==> src/rtl/ksrlp_pkg.sv <==
package ksrlp_pkg;

  localparam int unsigned ScanPeriodW = 8;
  localparam int unsigned LongPressW  = 16;
  localparam int unsigned CfgDataW    = 16;
  localparam int unsigned CfgIdxW     = 1;

  localparam logic [ScanPeriodW-1:0] ScanPeriodRst = 8'd20;
  localparam logic [LongPressW-1:0]  LongPressRst  = 16'd1000;

  // register indexes on the config port
  localparam logic [CfgIdxW-1:0] REG_SCAN_PERIOD = 1'b0;
  localparam logic [CfgIdxW-1:0] REG_LONG_PRESS  = 1'b1;

  // item mode
  localparam logic MODE_TICK = 1'b0;
  localparam logic MODE_READ = 1'b1;

  // sampled key state, also used as key code
  typedef enum logic [2:0] {
    KS_NONE       = 3'd0,
    KS_KEY1       = 3'd1,
    KS_KEY2       = 3'd2,
    KS_KEY3_SHORT = 3'd3,
    KS_KEY3_LONG  = 3'd4
  } key_state_e;

  typedef struct packed {
    logic mode;
    logic key1_level;
    logic key2_level;
    logic key3_level;
  } in_item_t;

  typedef struct packed {
    logic [2:0] key_code;
    logic [2:0] scan_state;
  } out_item_t;

endpackage

==> src/rtl/ksrlp_if.sv <==
interface ksrlp_in_if
  import ksrlp_pkg::*;
  ();
  logic     valid;
  logic     ready;
  in_item_t data;

  modport source (output valid, output data, input ready);
  modport sink   (input valid, input data, output ready);
endinterface

interface ksrlp_out_if
  import ksrlp_pkg::*;
  ();
  logic      valid;
  logic      ready;
  out_item_t data;

  modport source (output valid, output data, input ready);
  modport sink   (input valid, input data, output ready);
endinterface

==> src/rtl/key_scan_release_long_press_core.sv <==
// Key scanner with release latching and long-press detect on key three.
// A result is registered in the output register, or in the skid register while the output stalls.
// Throughput: one item per cycle; a two-deep output stage (result register
// plus skid register) keeps the input open for one item while a result stalls.
// Reset (rst_ni, async, active low): counters and states clear, scan period 20,
// long-press threshold 1000, no result pending.
module key_scan_release_long_press_core
  import ksrlp_pkg::*;
#(
  parameter int unsigned HOLD_BITS = 16
) (
  input  logic                clk_i,
  input  logic                rst_ni,
  input  logic                cfg_we_i,
  input  logic [CfgIdxW-1:0]  cfg_idx_i,
  input  logic [CfgDataW-1:0] cfg_wdata_i,
  ksrlp_in_if.sink            in_i,
  ksrlp_out_if.source         out_o
);

  localparam int unsigned CmpW = (HOLD_BITS > LongPressW) ? HOLD_BITS : LongPressW;
  localparam logic [HOLD_BITS-1:0] HoldMax = {HOLD_BITS{1'b1}};

  logic [ScanPeriodW-1:0] scan_period_q;
  logic [LongPressW-1:0]  long_press_q;

  logic [ScanPeriodW-1:0] tick_q, tick_d, tick_inc;
  logic [HOLD_BITS-1:0]   hold_q, hold_d;
  key_state_e             prev_q, prev_d, cur_q, cur_d, pend_q, pend_d, sampled;
  logic                   do_sample, is_long;

  out_item_t result;
  out_item_t out_q, out_d, skid_q, skid_d;
  logic      out_valid_q, out_valid_d, skid_valid_q, skid_valid_d;
  logic      in_fire, out_fire;

  assign in_i.ready  = ~skid_valid_q;
  assign in_fire     = in_i.valid & in_i.ready;
  assign out_fire    = out_valid_q & out_o.ready;
  assign out_o.valid = out_valid_q;
  assign out_o.data  = out_q;

  // config registers
  always_ff @(posedge clk_i or negedge rst_ni) begin
    if (!rst_ni) begin
      scan_period_q <= ScanPeriodRst;
      long_press_q  <= LongPressRst;
    end else if (cfg_we_i) begin
      case (cfg_idx_i)
        REG_SCAN_PERIOD: scan_period_q <= cfg_wdata_i[ScanPeriodW-1:0];
        REG_LONG_PRESS:  long_press_q  <= cfg_wdata_i[LongPressW-1:0];
        default: ;
      endcase
    end
  end

  // item processing; hold counter updates before the sample in the same tick
  always_comb begin
    hold_d    = hold_q;
    tick_d    = tick_q;
    prev_d    = prev_q;
    cur_d     = cur_q;
    pend_d    = pend_q;
    tick_inc  = tick_q + ScanPeriodW'(1);
    do_sample = 1'b0;
    sampled   = KS_NONE;
    is_long   = 1'b0;

    if (in_i.data.mode == MODE_READ) begin
      pend_d = KS_NONE;
    end else begin
      if (!in_i.data.key3_level) begin
        if (hold_q != HoldMax) hold_d = hold_q + HOLD_BITS'(1);
      end else begin
        hold_d = '0;
      end

      is_long = CmpW'(hold_d) >= CmpW'(long_press_q);
      if (!in_i.data.key1_level)      sampled = KS_KEY1;
      else if (!in_i.data.key2_level) sampled = KS_KEY2;
      else if (!in_i.data.key3_level) sampled = is_long ? KS_KEY3_LONG : KS_KEY3_SHORT;
      else                            sampled = KS_NONE;

      tick_d    = tick_inc;
      do_sample = tick_inc >= scan_period_q;
      if (do_sample) begin
        tick_d = '0;
        prev_d = cur_q;
        cur_d  = sampled;
        if (cur_q != KS_NONE && sampled == KS_NONE) pend_d = cur_q;
      end
    end

    result.key_code   = (in_i.data.mode == MODE_READ) ? pend_q : KS_NONE;
    result.scan_state = cur_d;
  end

  always_ff @(posedge clk_i or negedge rst_ni) begin
    if (!rst_ni) begin
      tick_q <= '0;
      hold_q <= '0;
      prev_q <= KS_NONE;
      cur_q  <= KS_NONE;
      pend_q <= KS_NONE;
    end else if (in_fire) begin
      tick_q <= tick_d;
      hold_q <= hold_d;
      prev_q <= prev_d;
      cur_q  <= cur_d;
      pend_q <= pend_d;
    end
  end

  // output register with skid stage
  always_comb begin
    out_d        = out_q;
    skid_d       = skid_q;
    out_valid_d  = out_valid_q;
    skid_valid_d = skid_valid_q;
    if (!out_valid_q || out_fire) begin
      if (skid_valid_q) begin
        out_d        = skid_q;
        out_valid_d  = 1'b1;
        skid_valid_d = 1'b0;
      end else begin
        out_d       = result;
        out_valid_d = in_fire;
      end
    end else if (in_fire) begin
      skid_d       = result;
      skid_valid_d = 1'b1;
    end
  end

  always_ff @(posedge clk_i or negedge rst_ni) begin
    if (!rst_ni) begin
      out_valid_q  <= 1'b0;
      skid_valid_q <= 1'b0;
    end else begin
      out_valid_q  <= out_valid_d;
      skid_valid_q <= skid_valid_d;
    end
  end

  always_ff @(posedge clk_i) begin
    out_q  <= out_d;
    skid_q <= skid_d;
  end

  // prev_q mirrors the sample before last; kept as part of the scan state
  logic unused_prev;
  assign unused_prev = ^prev_q;

endmodule

==> src/flat_wrapper.sv <==
// flat-port wrapper written by rule: the top's interface ports become plain ports
module key_scan_release_long_press_core_flat import ksrlp_pkg::*;
#(
  parameter int unsigned HOLD_BITS = 16
)
  (clk_i, rst_ni, cfg_we_i, cfg_idx_i, cfg_wdata_i, in_i_valid, in_i_data, in_i_ready, out_o_valid, out_o_data, out_o_ready);
  ksrlp_in_if in_i_i ();
  ksrlp_out_if out_o_i ();
  input  logic clk_i;
  input  logic rst_ni;
  input  logic cfg_we_i;
  input  logic [CfgIdxW-1:0] cfg_idx_i;
  input  logic [CfgDataW-1:0] cfg_wdata_i;
  input wire logic [$bits(in_i_i.valid)-1:0] in_i_valid;
  input wire logic [$bits(in_i_i.data)-1:0] in_i_data;
  output wire logic [$bits(in_i_i.ready)-1:0] in_i_ready;
  output wire logic [$bits(out_o_i.valid)-1:0] out_o_valid;
  output wire logic [$bits(out_o_i.data)-1:0] out_o_data;
  input wire logic [$bits(out_o_i.ready)-1:0] out_o_ready;
  assign in_i_i.valid = in_i_valid;
  assign in_i_i.data = in_i_data;
  assign in_i_ready = in_i_i.ready;
  assign out_o_valid = out_o_i.valid;
  assign out_o_data = out_o_i.data;
  assign out_o_i.ready = out_o_ready;
  key_scan_release_long_press_core #(.HOLD_BITS(HOLD_BITS)) u_core (.clk_i(clk_i), .rst_ni(rst_ni), .cfg_we_i(cfg_we_i), .cfg_idx_i(cfg_idx_i), .cfg_wdata_i(cfg_wdata_i), .in_i(in_i_i), .out_o(out_o_i));
endmodule
==> config.mk <==
export PLATFORM = sky130hd
export DESIGN_NAME = key_scan_release_long_press_core_flat
export DESIGN_NICKNAME = d
export VERILOG_FILES = /design/src/rtl/ksrlp_pkg.sv /design/src/rtl/ksrlp_if.sv /design/src/rtl/key_scan_release_long_press_core.sv /design/src/flat_wrapper.sv
export SDC_FILE = /design/constraint.sdc
export NUM_CORES = 1
export LEC_CHECK = 0
export BUFFER_PORTS_ARGS = -buffer_cell sky130_fd_sc_hd__buf_2
export CORE_MARGIN = 2
export CORE_UTILIZATION = 64
export DETAILED_ROUTE_END_ITERATION = 8
export GPL_TIMING_DRIVEN = 1
export HOLD_SLACK_MARGIN = 0.15
export PLACE_DENSITY = 0.95
export RECOVER_POWER = 50
export SYNTH_ARGS = -nofsm -noshare
export SYNTH_HDL_FRONTEND = slang
export SYNTH_SLANG_ARGS = --single-unit
==> constraint.sdc <==
create_clock -name clk_i -period 7.9 [get_ports clk_i]
set_input_delay 1.58 -clock clk_i [delete_from_list [all_inputs] [get_ports clk_i]]
set_output_delay 1.58 -clock clk_i [all_outputs]
set_load 0.02 [all_outputs]
# --- After elaboration in Yosys (flattened, before gate mapping) ---
# Index checks and enable logic that the tools add are counted.
word_totals:
  input_bits: 26
  word_cells: 55
  reg_bits: 68
  output_inout_bits: 8
classes:
  n_mux: 19
  reduce_logical: 13
  n_eq_ne: 1
  magnitude_cmp: 2
  n_bitwise: 6
  n_addsub: 2
ops:
  columns: ["operator", "count"]
  rows:
  - ["$mux 16", 3]
  - ["$mux 3", 11]
  - ["$add 16x1->16 const B", 1]
  - ["$ge 16x16->1", 1]
  - ["$ne 16x16->1 const B", 1]
  - ["$add 8x1->8 const B", 1]
  - ["$ge 8x8->1", 1]
  - ["$mux 8", 1]
  - ["$reduce_and 2->1", 4]
  - ["$mux 6", 1]
  - ["$reduce_bool 2->1", 3]
  - ["$not 1->1", 4]
  - ["$logic_not 3->1", 1]
  - ["$mux 1", 3]
  - ["$reduce_and 3->1", 1]
  - ["$reduce_bool 3->1", 1]
  - ["$and 1x1->1", 2]
  - ["$logic_and 1x1->1", 1]
  - ["$logic_not 1->1", 1]
  - ["$logic_or 1x1->1", 1]

# --- Longest topological paths before layout ---
# Gate-level depths: netlist of the first run.
depth:
  ltp_word: 15
  depth_mapped: 14
  ltp_nobuf: 14

# --- Worst setup path after synthesis of the first run ---
# Ideal clock, no wire load.
synth_timing:
  path_type: "input -> register"
  start: "in in_i_data[0]"
  end: "reg u_core.out_q (netlist bit u_core.out_o.data[0]), data pin"
  setup_time_ns: 0.260
  setup_slack_ns: 3.492
  path_buffers: 2
  stages: 11
  arrival_ns: 4.148
  required_time_ns: 7.640
  cell_sequence: "clkbuf_1 > clkbuf_1 > a31oi_1 > o21a_1 > ha_1 > and4_1 > nand4_1 > or4_4 > a41o_1 > mux2_4 > mux2_4"
synth_between:
  elab_chain_cells: 11
synth_rtl:
  columns: ["element", "line_no", "rtl"]
  rows:
  - ["start: declaration", "flat_wrapper.sv:15", "input wire logic [$bits(in_i_i.data)-1:0] in_i_data;"]
  - ["$mux 16", "key_scan_release_long_press_core.sv:72", "if (!in_i.data.key3_level) begin"]
  - ["$mux 16", "key_scan_release_long_press_core.sv:69", "if (in_i.data.mode == MODE_READ) begin"]
  - ["$ge 16x16->1", "key_scan_release_long_press_core.sv:78", "is_long = CmpW'(hold_d) >= CmpW'(long_press_q);"]
  - ["$mux 3", "key_scan_release_long_press_core.sv:81", "else if (!in_i.data.key3_level) sampled = is_long ? KS_KEY3_LONG : KS_KEY3_SHORT;"]
  - ["$mux 3 *", "key_scan_release_long_press_core.sv:81", null]
  - ["$mux 3 *", "key_scan_release_long_press_core.sv:80", "else if (!in_i.data.key2_level) sampled = KS_KEY2;"]
  - ["$mux 3 *", "key_scan_release_long_press_core.sv:79", "if (!in_i.data.key1_level) sampled = KS_KEY1;"]
  - ["$mux 3 *", "key_scan_release_long_press_core.sv:69", null]
  - ["$mux 3 *", "key_scan_release_long_press_core.sv:86", "if (do_sample) begin"]
  - ["$mux 3 *", "key_scan_release_long_press_core.sv:69", null]
  - ["via u_core.cur_d[0]", "key_scan_release_long_press_core.sv:29", "key_state_e prev_q, prev_d, cur_q, cur_d, pend_q, pend_d, sampled;"]
  - ["$mux 6 *", "key_scan_release_long_press_core.sv:121", "if (skid_valid_q) begin"]
  - ["end signal: assignment", "key_scan_release_long_press_core.sv:146", "out_q <= out_d;"]
  - ["end: declaration", "key_scan_release_long_press_core.sv:33", "out_item_t out_q, out_d, skid_q, skid_d;"]
# Mark *: on every way through the listed nets, which the timed path passes. The rest lies on a longest branch. The select of a mux whose other input is x is not followed.
# A chain may end at the register's enable or synchronous reset.

# --- Worst setup path after layout of the first run ---
layout_timing:
  start: "reg u_core.hold_q[7]"
  end: "reg u_core.out_q (netlist bit u_core.out_o.data[0]), data pin"
layout_between:
  elab_chain_cells: 13
  elab_cells_between_ends: 14
  cone_classes: "add/sub (1); order compare (1); eq/ne (1); mux (11)"
layout_rtl:
  columns: ["element", "line_no", "rtl"]
  rows:
  - ["start: declaration", "key_scan_release_long_press_core.sv:28", "logic [HOLD_BITS-1:0] hold_q, hold_d;"]
  - ["start signal: assignment", "key_scan_release_long_press_core.sv:107", "hold_q <= hold_d;"]
  - ["$add 16x1->16 / $ne 16x16->1 (equally long branches)", "key_scan_release_long_press_core.sv:73", "if (hold_q != HoldMax) hold_d = hold_q + HOLD_BITS'(1);"]
  - ["$mux 16 *", "key_scan_release_long_press_core.sv:73", null]
  - ["$mux 16 *", "key_scan_release_long_press_core.sv:72", null]
  - ["$mux 16 *", "key_scan_release_long_press_core.sv:69", null]
  - ["$ge 16x16->1 *", "key_scan_release_long_press_core.sv:78", null]
  - ["$mux 3 * (2 in series)", "key_scan_release_long_press_core.sv:81", null]
  - ["$mux 3 *", "key_scan_release_long_press_core.sv:80", null]
  - ["$mux 3 *", "key_scan_release_long_press_core.sv:79", null]
  - ["$mux 3 *", "key_scan_release_long_press_core.sv:69", null]
  - ["$mux 3 *", "key_scan_release_long_press_core.sv:86", null]
  - ["$mux 3 *", "key_scan_release_long_press_core.sv:69", null]
  - ["via u_core.cur_d[0]", "key_scan_release_long_press_core.sv:29", null]
  - ["$mux 6 *", "key_scan_release_long_press_core.sv:121", null]
# Marked as above.

==> results.yml, run 1 <==
yosys:
  synth_area_sq_mm: 0.00388
  synth_async_sr_flop_share: 0.824
  synth_edf_count: 12
  synth_ff_type: "dfrtp_1"
  yosysWarnings: 0
  syn_nets: 443
  syn_area_per_cell_sq_um: 9.92
  ys_types: 45
  yosysSeqAreaShare: 0.457
  yosysTopAreaCellShare: 0.310
  synth.top_cells.by_area: "dfrtp_1 (31%), edfxtp_1 (9.3%), ha_1 (8.4%)"
  synth_top_area_cell: "dfrtp_1"
  postSynthCellCount: 391
  synth-seq-cells: 68
placement:
  post-place-cells: 488
  dp.final_hpwl_microns: 5930
  place_congestion: 0.925
  io_buffers: 33
  pre_cts_slack_ns: 3.38
clock_network:
  root_buffer: "clkbuf_8"
  cts-resized-gates: 0
  clk_path_buf_depth: 2
  htreeDepth: 3
  clk-insertion-delay-late_ns: 0.36
  cts_hold_buf: 0
  cts_tree: "yes"
  numCtsBuffers: 9
  cts_sinks: 68
  postCtsSetupRepairBufs: 0
  cts.clk_slew.worst_paths_ns: 0.08
critical_path:
  endpoint_kind: "register"
  cp_data_required_time_ns: 8.01
  path_class: "register to register"
  critPathMaxFanout: 10
  worstSetupStartpointType: "register"
  arrival_ns: 4.34
routing:
  drc: 0
  drtIter0Drc: 196
  routed_wl_microns: 8590
  wl_per_cell_microns: 17.0
  vias: 3099
  viasPerCell: 6.15
  ant_nets: 0
  first_pass_iters: 5
timing:
  maxSlewHeadroom: -0.982
  tightest_slew_ns: 2.97
  hold_viol: 0
  setup_slack_ns: 3.68
  rsz0062_at_grt: "no"
  setup_tns_ns: 0
  fin_skew_ns: 0.0104
  setup_viol: 0
  fin_crit_sh: 0.535
  final-max-slew-violation-count: 57
  fmax_mhz: 237
  hold_ws_ns: 0.508
  min_period_ns: 4.22
power_and_ir_drop:
  worst_ir_drop_vdd_v: 0.000228
  p_leak_nw: 1.95
  powerDensity_mw_per_mm2: 225
cells_and_area:
  final_common_cell: "dfrtp_1"
  area_growth_pct: 10.5
  final_cell_mix: "dfrtp_1 (48), nand2_1 (42), nor2_1 (34)"
  diodes: 0
  drive_above_1_share: 0.210
  fin_cells: 504
  layout.nets: 476
floorplanning:
  die_y_microns: 81.9
  dieArea_sq_mm: 0.00670
  ioPinCount: 34
  initial_utilization: 0.659
  rows: 28
  core_sq_mm: 0.00589
  die_w_microns: 81.9
grt:
  grt_max_degree: 57
  grt_antenna_before_repair: 0
  grt_pass1_wl_microns: 14700
  grt_pass1_vias: 3094
  overflow: 0
  grt_usage: 0.293
job:
  drv_cap: 1
run_status:
  failed_checks: "max-capacitance violations, max-slew violations"
  outcome: "finished, violations left"
worst_hold_path:
  min_path_type: "register to register"
## cell type report
type / count / area (sq um)
inverters: 31 / 116
well taps: 75 / 93.8
clock buffers: 9 / 124
fillers: 389 / 1600
clock inverters: 7 / 67.6
flip-flops and latches: 68 / 1770
multi-input cells: 280 / 1950
repair buffers: 34 / 165
## cells by family after synthesis
group / after synthesis / synth area share
AND/OR/NAND/NOR: 124 / 0.151
AO/OA/AOI/OAI: 84 / 0.140
flip-flops: 68 / 0.457
buffers and inverters: 43 / 0.0416
multiplexers: 33 / 0.0974
adder cells (fa/ha/maj): 26 / 0.0839
XOR/XNOR: 13 / 0.0294
## power breakdown
part	internal, W	total, W	switching, W
registers	0.000414	0.000453	0.0000388
logic	0.000102	0.000227	0.000126
clock network	0.000144	0.000285	0.000141
total	0.000660	0.000966	0.000305
## critical path, stage by stage (launching register included)
cell	delay, ns
dfrtp_1	0.53
nand4_1	0.26
nor3_2	0.45
nand2_1	0.36
a31oi_1	0.33
o21a_1	0.17
ha_1	0.14
and4_1	0.25
nand4_1	0.15
or4_4	0.58
a41o_1	0.25
mux2_4	0.27
mux2_4	0.25
## sequential cells by signal, summed over array words and instances (netlist names)
register              count
u_core.out_o.valid        1
u_core.tick_q             8
u_core.pend_q             3
u_core.long_press_q      16
u_core.cur_q              3
u_core.out_o.data         6
u_core.hold_q            16
u_core.scan_period_q      8
u_core.skid_valid_q       1
u_core.skid_q             6
## layer usage
metal,up-vias,share of wire,global-route usage
li1,1449,-,-
met1,1507,0.42,0.366
met2,118,0.50,0.486
met3,25,0.058,0.0758
met4,0,0.030,0.117
met5,-,0,0
## path summary, 6_finish.rpt
path                       cells after the start  slack [ns]                 endpoint                    start
min reg2reg                                    1        0.51  u_core.long_press_q[10]  u_core.long_press_q[10]
min                                            1        0.51  u_core.long_press_q[10]  u_core.long_press_q[10]
max                                           12        3.68     u_core.out_o.data[0]         u_core.hold_q[7]
max in group asynchronous                      2        3.94         u_core.hold_q[3]                   rst_ni
min in group asynchronous                      2        2.27   u_core.long_press_q[0]                   rst_ni
max reg2reg                                   12        3.68     u_core.out_o.data[0]         u_core.hold_q[7]
## synth_stat cells (6+ instances only)
cell type / instances
a31oi_1: 10
inv_1: 30
nor2_1: 34
xor2_1: 7
o21ai_0: 29
a21oi_1: 15
dfrtp_1: 48
xnor2_1: 6
mux2_2: 26
clkbuf_1: 12
edfxtp_1: 12
o21a_1: 6
dfstp_2: 8
nand4_1: 7
nand3_1: 10
ha_1: 26
nand2_1: 42
## per-stage QoR
step	cell area [sq um]	utilization	power, W
3_5_place_dp	4100	0.697	0.000680
4_1_cts	4290	0.729	0.000964
2_1_floorplan	3880	-	0.000612
6_report	4280	0.728	0.000966
5_1_grt	4280	0.728	0.00101
3_3_place_gp	4100	0.697	0.000660
Note: power is estimated with default switching activity, not from simulation.
==> run 2: changes to the inputs <==
--- a/config.mk
+++ b/config.mk
@@ -5,13 +5,14 @@
 export SDC_FILE = /design/constraint.sdc
 export NUM_CORES = 1
 export LEC_CHECK = 0
+export ABC_AREA = 1
 export BUFFER_PORTS_ARGS = -buffer_cell sky130_fd_sc_hd__buf_2
 export CORE_MARGIN = 2
-export CORE_UTILIZATION = 64
+export CORE_UTILIZATION = 60
 export DETAILED_ROUTE_END_ITERATION = 8
 export GPL_TIMING_DRIVEN = 1
 export HOLD_SLACK_MARGIN = 0.15
-export PLACE_DENSITY = 0.95
+export PLACE_DENSITY = 0.9
 export RECOVER_POWER = 50
 export SYNTH_ARGS = -nofsm -noshare
 export SYNTH_HDL_FRONTEND = slang
==> constraint.sdc (replaced) <==
create_clock -name clk_i -period 4.3 [get_ports clk_i]
set_input_delay 0.86 -clock clk_i [delete_from_list [all_inputs] [get_ports clk_i]]
set_output_delay 0.86 -clock clk_i [all_outputs]
set_load 0.02 [all_outputs]
==> run 2 against run 1 <==
Compared with the run above: the flow finishes with violations (design-rule violations, max-capacitance violations, max-slew violations); first-iteration DRC count increased by 59%; clock power up 88%; fmax rose by 33%; non-clock buffer count grew 1; power rose by 96%; count of clock-buffer cells in the layout did not move; final area increased by 3.6%; flip-flop and latch count stayed put; via count grew 9.6%; cell count up 23%; synthesized cell count up 29%; largest cell class unchanged; largest power group unchanged.
==> results.yml, run 2 <==
run_status:
  outcome: "finished, violations left"
  failed_checks: "design-rule violations, max-capacitance violations, max-slew violations"
cells_and_area:
  stdcell_area_sq_mm: 0.00444
  layout.nets: 590
  diodes: 0
  regArea_sq_mm: 0.00177
  utilization: 0.691
  area_growth_pct: 10.5
  top_regs: "u_core.hold_q: 16 flops, u_core.long_press_q: 16 flops"
  fin_cells: 620
  nFillCells: 515
  final_common_cell: "nand2_1"
  drive_above_1_share: 0.145
  final_cell_mix: "nand2_1 (123), inv_1 (89), dfrtp_1 (48)"
  multi_input_area_sq_mm: 0.00185
grt:
  grt_pass1_wl_microns: 15000
  overflow: 0
  grt_max_degree: 34
  grt_antenna_before_repair: 0
  grt_usage: 0.259
  grt_pass1_vias: 3349
clock_network:
  htreeDepth: 3
  cts_tree: "yes"
  cts_hold_buf: 0
  cts_sinks: 68
  clk-insertion-delay-late_ns: 0.35
  clk_path_buf_depth: 2
  numCtsBuffers: 9
  cts-resized-gates: 0
  root_buffer: "clkbuf_8"
  cts.clk_slew.worst_paths_ns: 0.07
  postCtsSetupRepairBufs: 0
critical_path:
  worst-path-buf-inv: 2
  cp_slowest_cell: "dfrtp_1"
  crit_path_max_incr_delay_ns: 0.47
  path_delay_family: "simple AND/OR/NAND/NOR gates"
  cp_data_required_time_ns: 4.52
  crit_chain: "ha_1, nand3_4, nor2_4, nand2_2, nor2_4, nand2_4, nand3_1, o21ai_1, nand2_1, nor2_1, ha_1, nand2_1, inv_1, nand2_1, nor2_1, nor2_1, nand2_1, nand2_1, nand2_1, inv_1, o21ai_0, nand3_1, nand2_1"
  crit_path_frequent_cell: "nand2_1"
  arrival_ns: 3.38
  endpoint_kind: "register"
  path_class: "register to register"
  critPathMaxFanout: 7
  worstSetupStartpointType: "register"
placement:
  io_buffers: 33
  post-place-cells: 604
  place_congestion: 0.939
  dp.final_hpwl_microns: 6180
  dpl-instance-area_sq_mm: 0.00425
  pre_cts_slack_ns: 1.27
yosys:
  syn_nets: 555
  yosysSeqAreaShare: 0.441
  yosysMostFrequentCell: "nand2_1"
  synth_area_sq_mm: 0.00402
  postSynthCellCount: 503
  yosysTopAreaCellShare: 0.299
  syn_area_per_cell_sq_um: 7.98
  synth_ff_type: "dfrtp_1"
  synth_async_sr_flop_share: 0.824
  ys_types: 39
  yosysWarnings: 0
  synth.top_cells.by_area: "dfrtp_1 (30%), nand2_1 (11%), edfxtp_1 (9.0%)"
  synth-seq-cells: 68
  synthTopCellsByCount: "nand2_1 (123), inv_1 (89), dfrtp_1 (48)"
  synth_top_area_cell: "dfrtp_1"
  synth_edf_count: 12
timing:
  fin_skew_ns: 0.00786
  rsz0062_at_grt: "no"
  setup_viol: 0
  fmax_mhz: 316
  tightest_slew_ns: 1.83
  setup_tns_ns: 0
  min_period_ns: 3.17
  fin_crit_sh: 0.736
  setup_slack_ns: 1.13
  final-max-slew-violation-count: 34
  hold_viol: 0
  maxSlewHeadroom: -0.219
routing:
  drc: 4
  wl_per_cell_microns: 14.0
  vias: 3396
  viasPerCell: 5.48
  ant_nets: 0
  routed_wl_microns: 8660
  first_pass_iters: 9
  drtIter0Drc: 312
power_and_ir_drop:
  powerDensity_mw_per_mm2: 427
  worst_ir_drop_vdd_v: 0.000327
  p_leak_nw: 2.32
floorplanning:
  core_sq_mm: 0.00642
  ioPinCount: 34
  die_y_microns: 85.8
  rows: 29
  dieArea_sq_mm: 0.00736
  initial_utilization: 0.625
  die_w_microns: 85.8
job:
  drv_cap: 1
worst_hold_path:
  min_path_type: "register to register"
-- run 2: changes by cell type in the layout (fill, tap and decap cells not counted), sizes merged, moves of 6 or more --
cell	previous run	this run
a21oi	15	22
a31oi	10	2
inv	31	92
mux2	29	0
nand2	42	126
nand3	10	37
nor2	34	28
o21ai	31	53
-- run 2: kinds of logic after synthesis --
family | Yosys count | share of synthesized area
XOR/XNOR | 9 | 0.0196
buffers and inverters | 103 | 0.0972
flip-flops | 68 | 0.441
AO/OA/AOI/OAI | 81 | 0.106
AND/OR/NAND/NOR | 216 | 0.255
adder cells (fa/ha/maj) | 26 | 0.0810
-- run 2: where the power goes --
part | leakage (nW) | internal [W] | switching, W
registers | 0.823 | 0.000784 | 0.0000692
logic | 1.41 | 0.000185 | 0.000321
clock network | 0.0918 | 0.000269 | 0.000268
total | 2.32 | 0.00124 | 0.000658
-- run 2: final timing paths --
kind | start | depth (start not counted) | endpoint | slack (ns)
setup reg to reg | u_core.hold_q[0] | 23 | u_core.out_o.data[2] | 1.13
hold reg to reg | u_core.scan_period_q[7] | 2 | u_core.scan_period_q[7] | 0.49
hold / removal | u_core.scan_period_q[7] | 2 | u_core.scan_period_q[7] | 0.49
setup / recovery | u_core.hold_q[0] | 23 | u_core.out_o.data[2] | 1.13
min in group asynchronous | rst_ni | 1 | u_core.hold_q[15] | 1.00
max in group asynchronous | rst_ni | 2 | u_core.scan_period_q[6] | 1.38
-- run 2: per-layer routing --
| metal | wire [microns] | global-route usage | part of all wire |
|---|---|---|---|
| met1 | 3840 | 0.332 | 0.44 |
| met4 | 200 | 0.110 | 0.023 |
| met2 | 4180 | 0.430 | 0.48 |
| met5 | 0 | 0 | 0 |
| met3 | 435 | 0.0510 | 0.050 |
-- run 2: tightest hold or removal path, delay by kind of cell, from the launching register on --
family	cells	cell delay, ns
compound gates	1	0.06
flops	1	0.35
simple gates	1	0.05
-- run 2: cell type report --
class,count,area share
multi-input combinational,332,0.418
sequential,68,0.399
inverter,92,0.0778
timing repair buffer,35,0.0389
clock buffer,9,0.0279
tap,77,0.0217
clock inverter,7,0.0169
-- run 2: per-stage QoR --
stage               power, W  hold WS (ns)
CTS                  0.00190         0.493
global placement     0.00132         0.467
detailed placement   0.00136         0.474
global route         0.00202         0.507
floorplan            0.00122         0.453
finish               0.00190         0.491
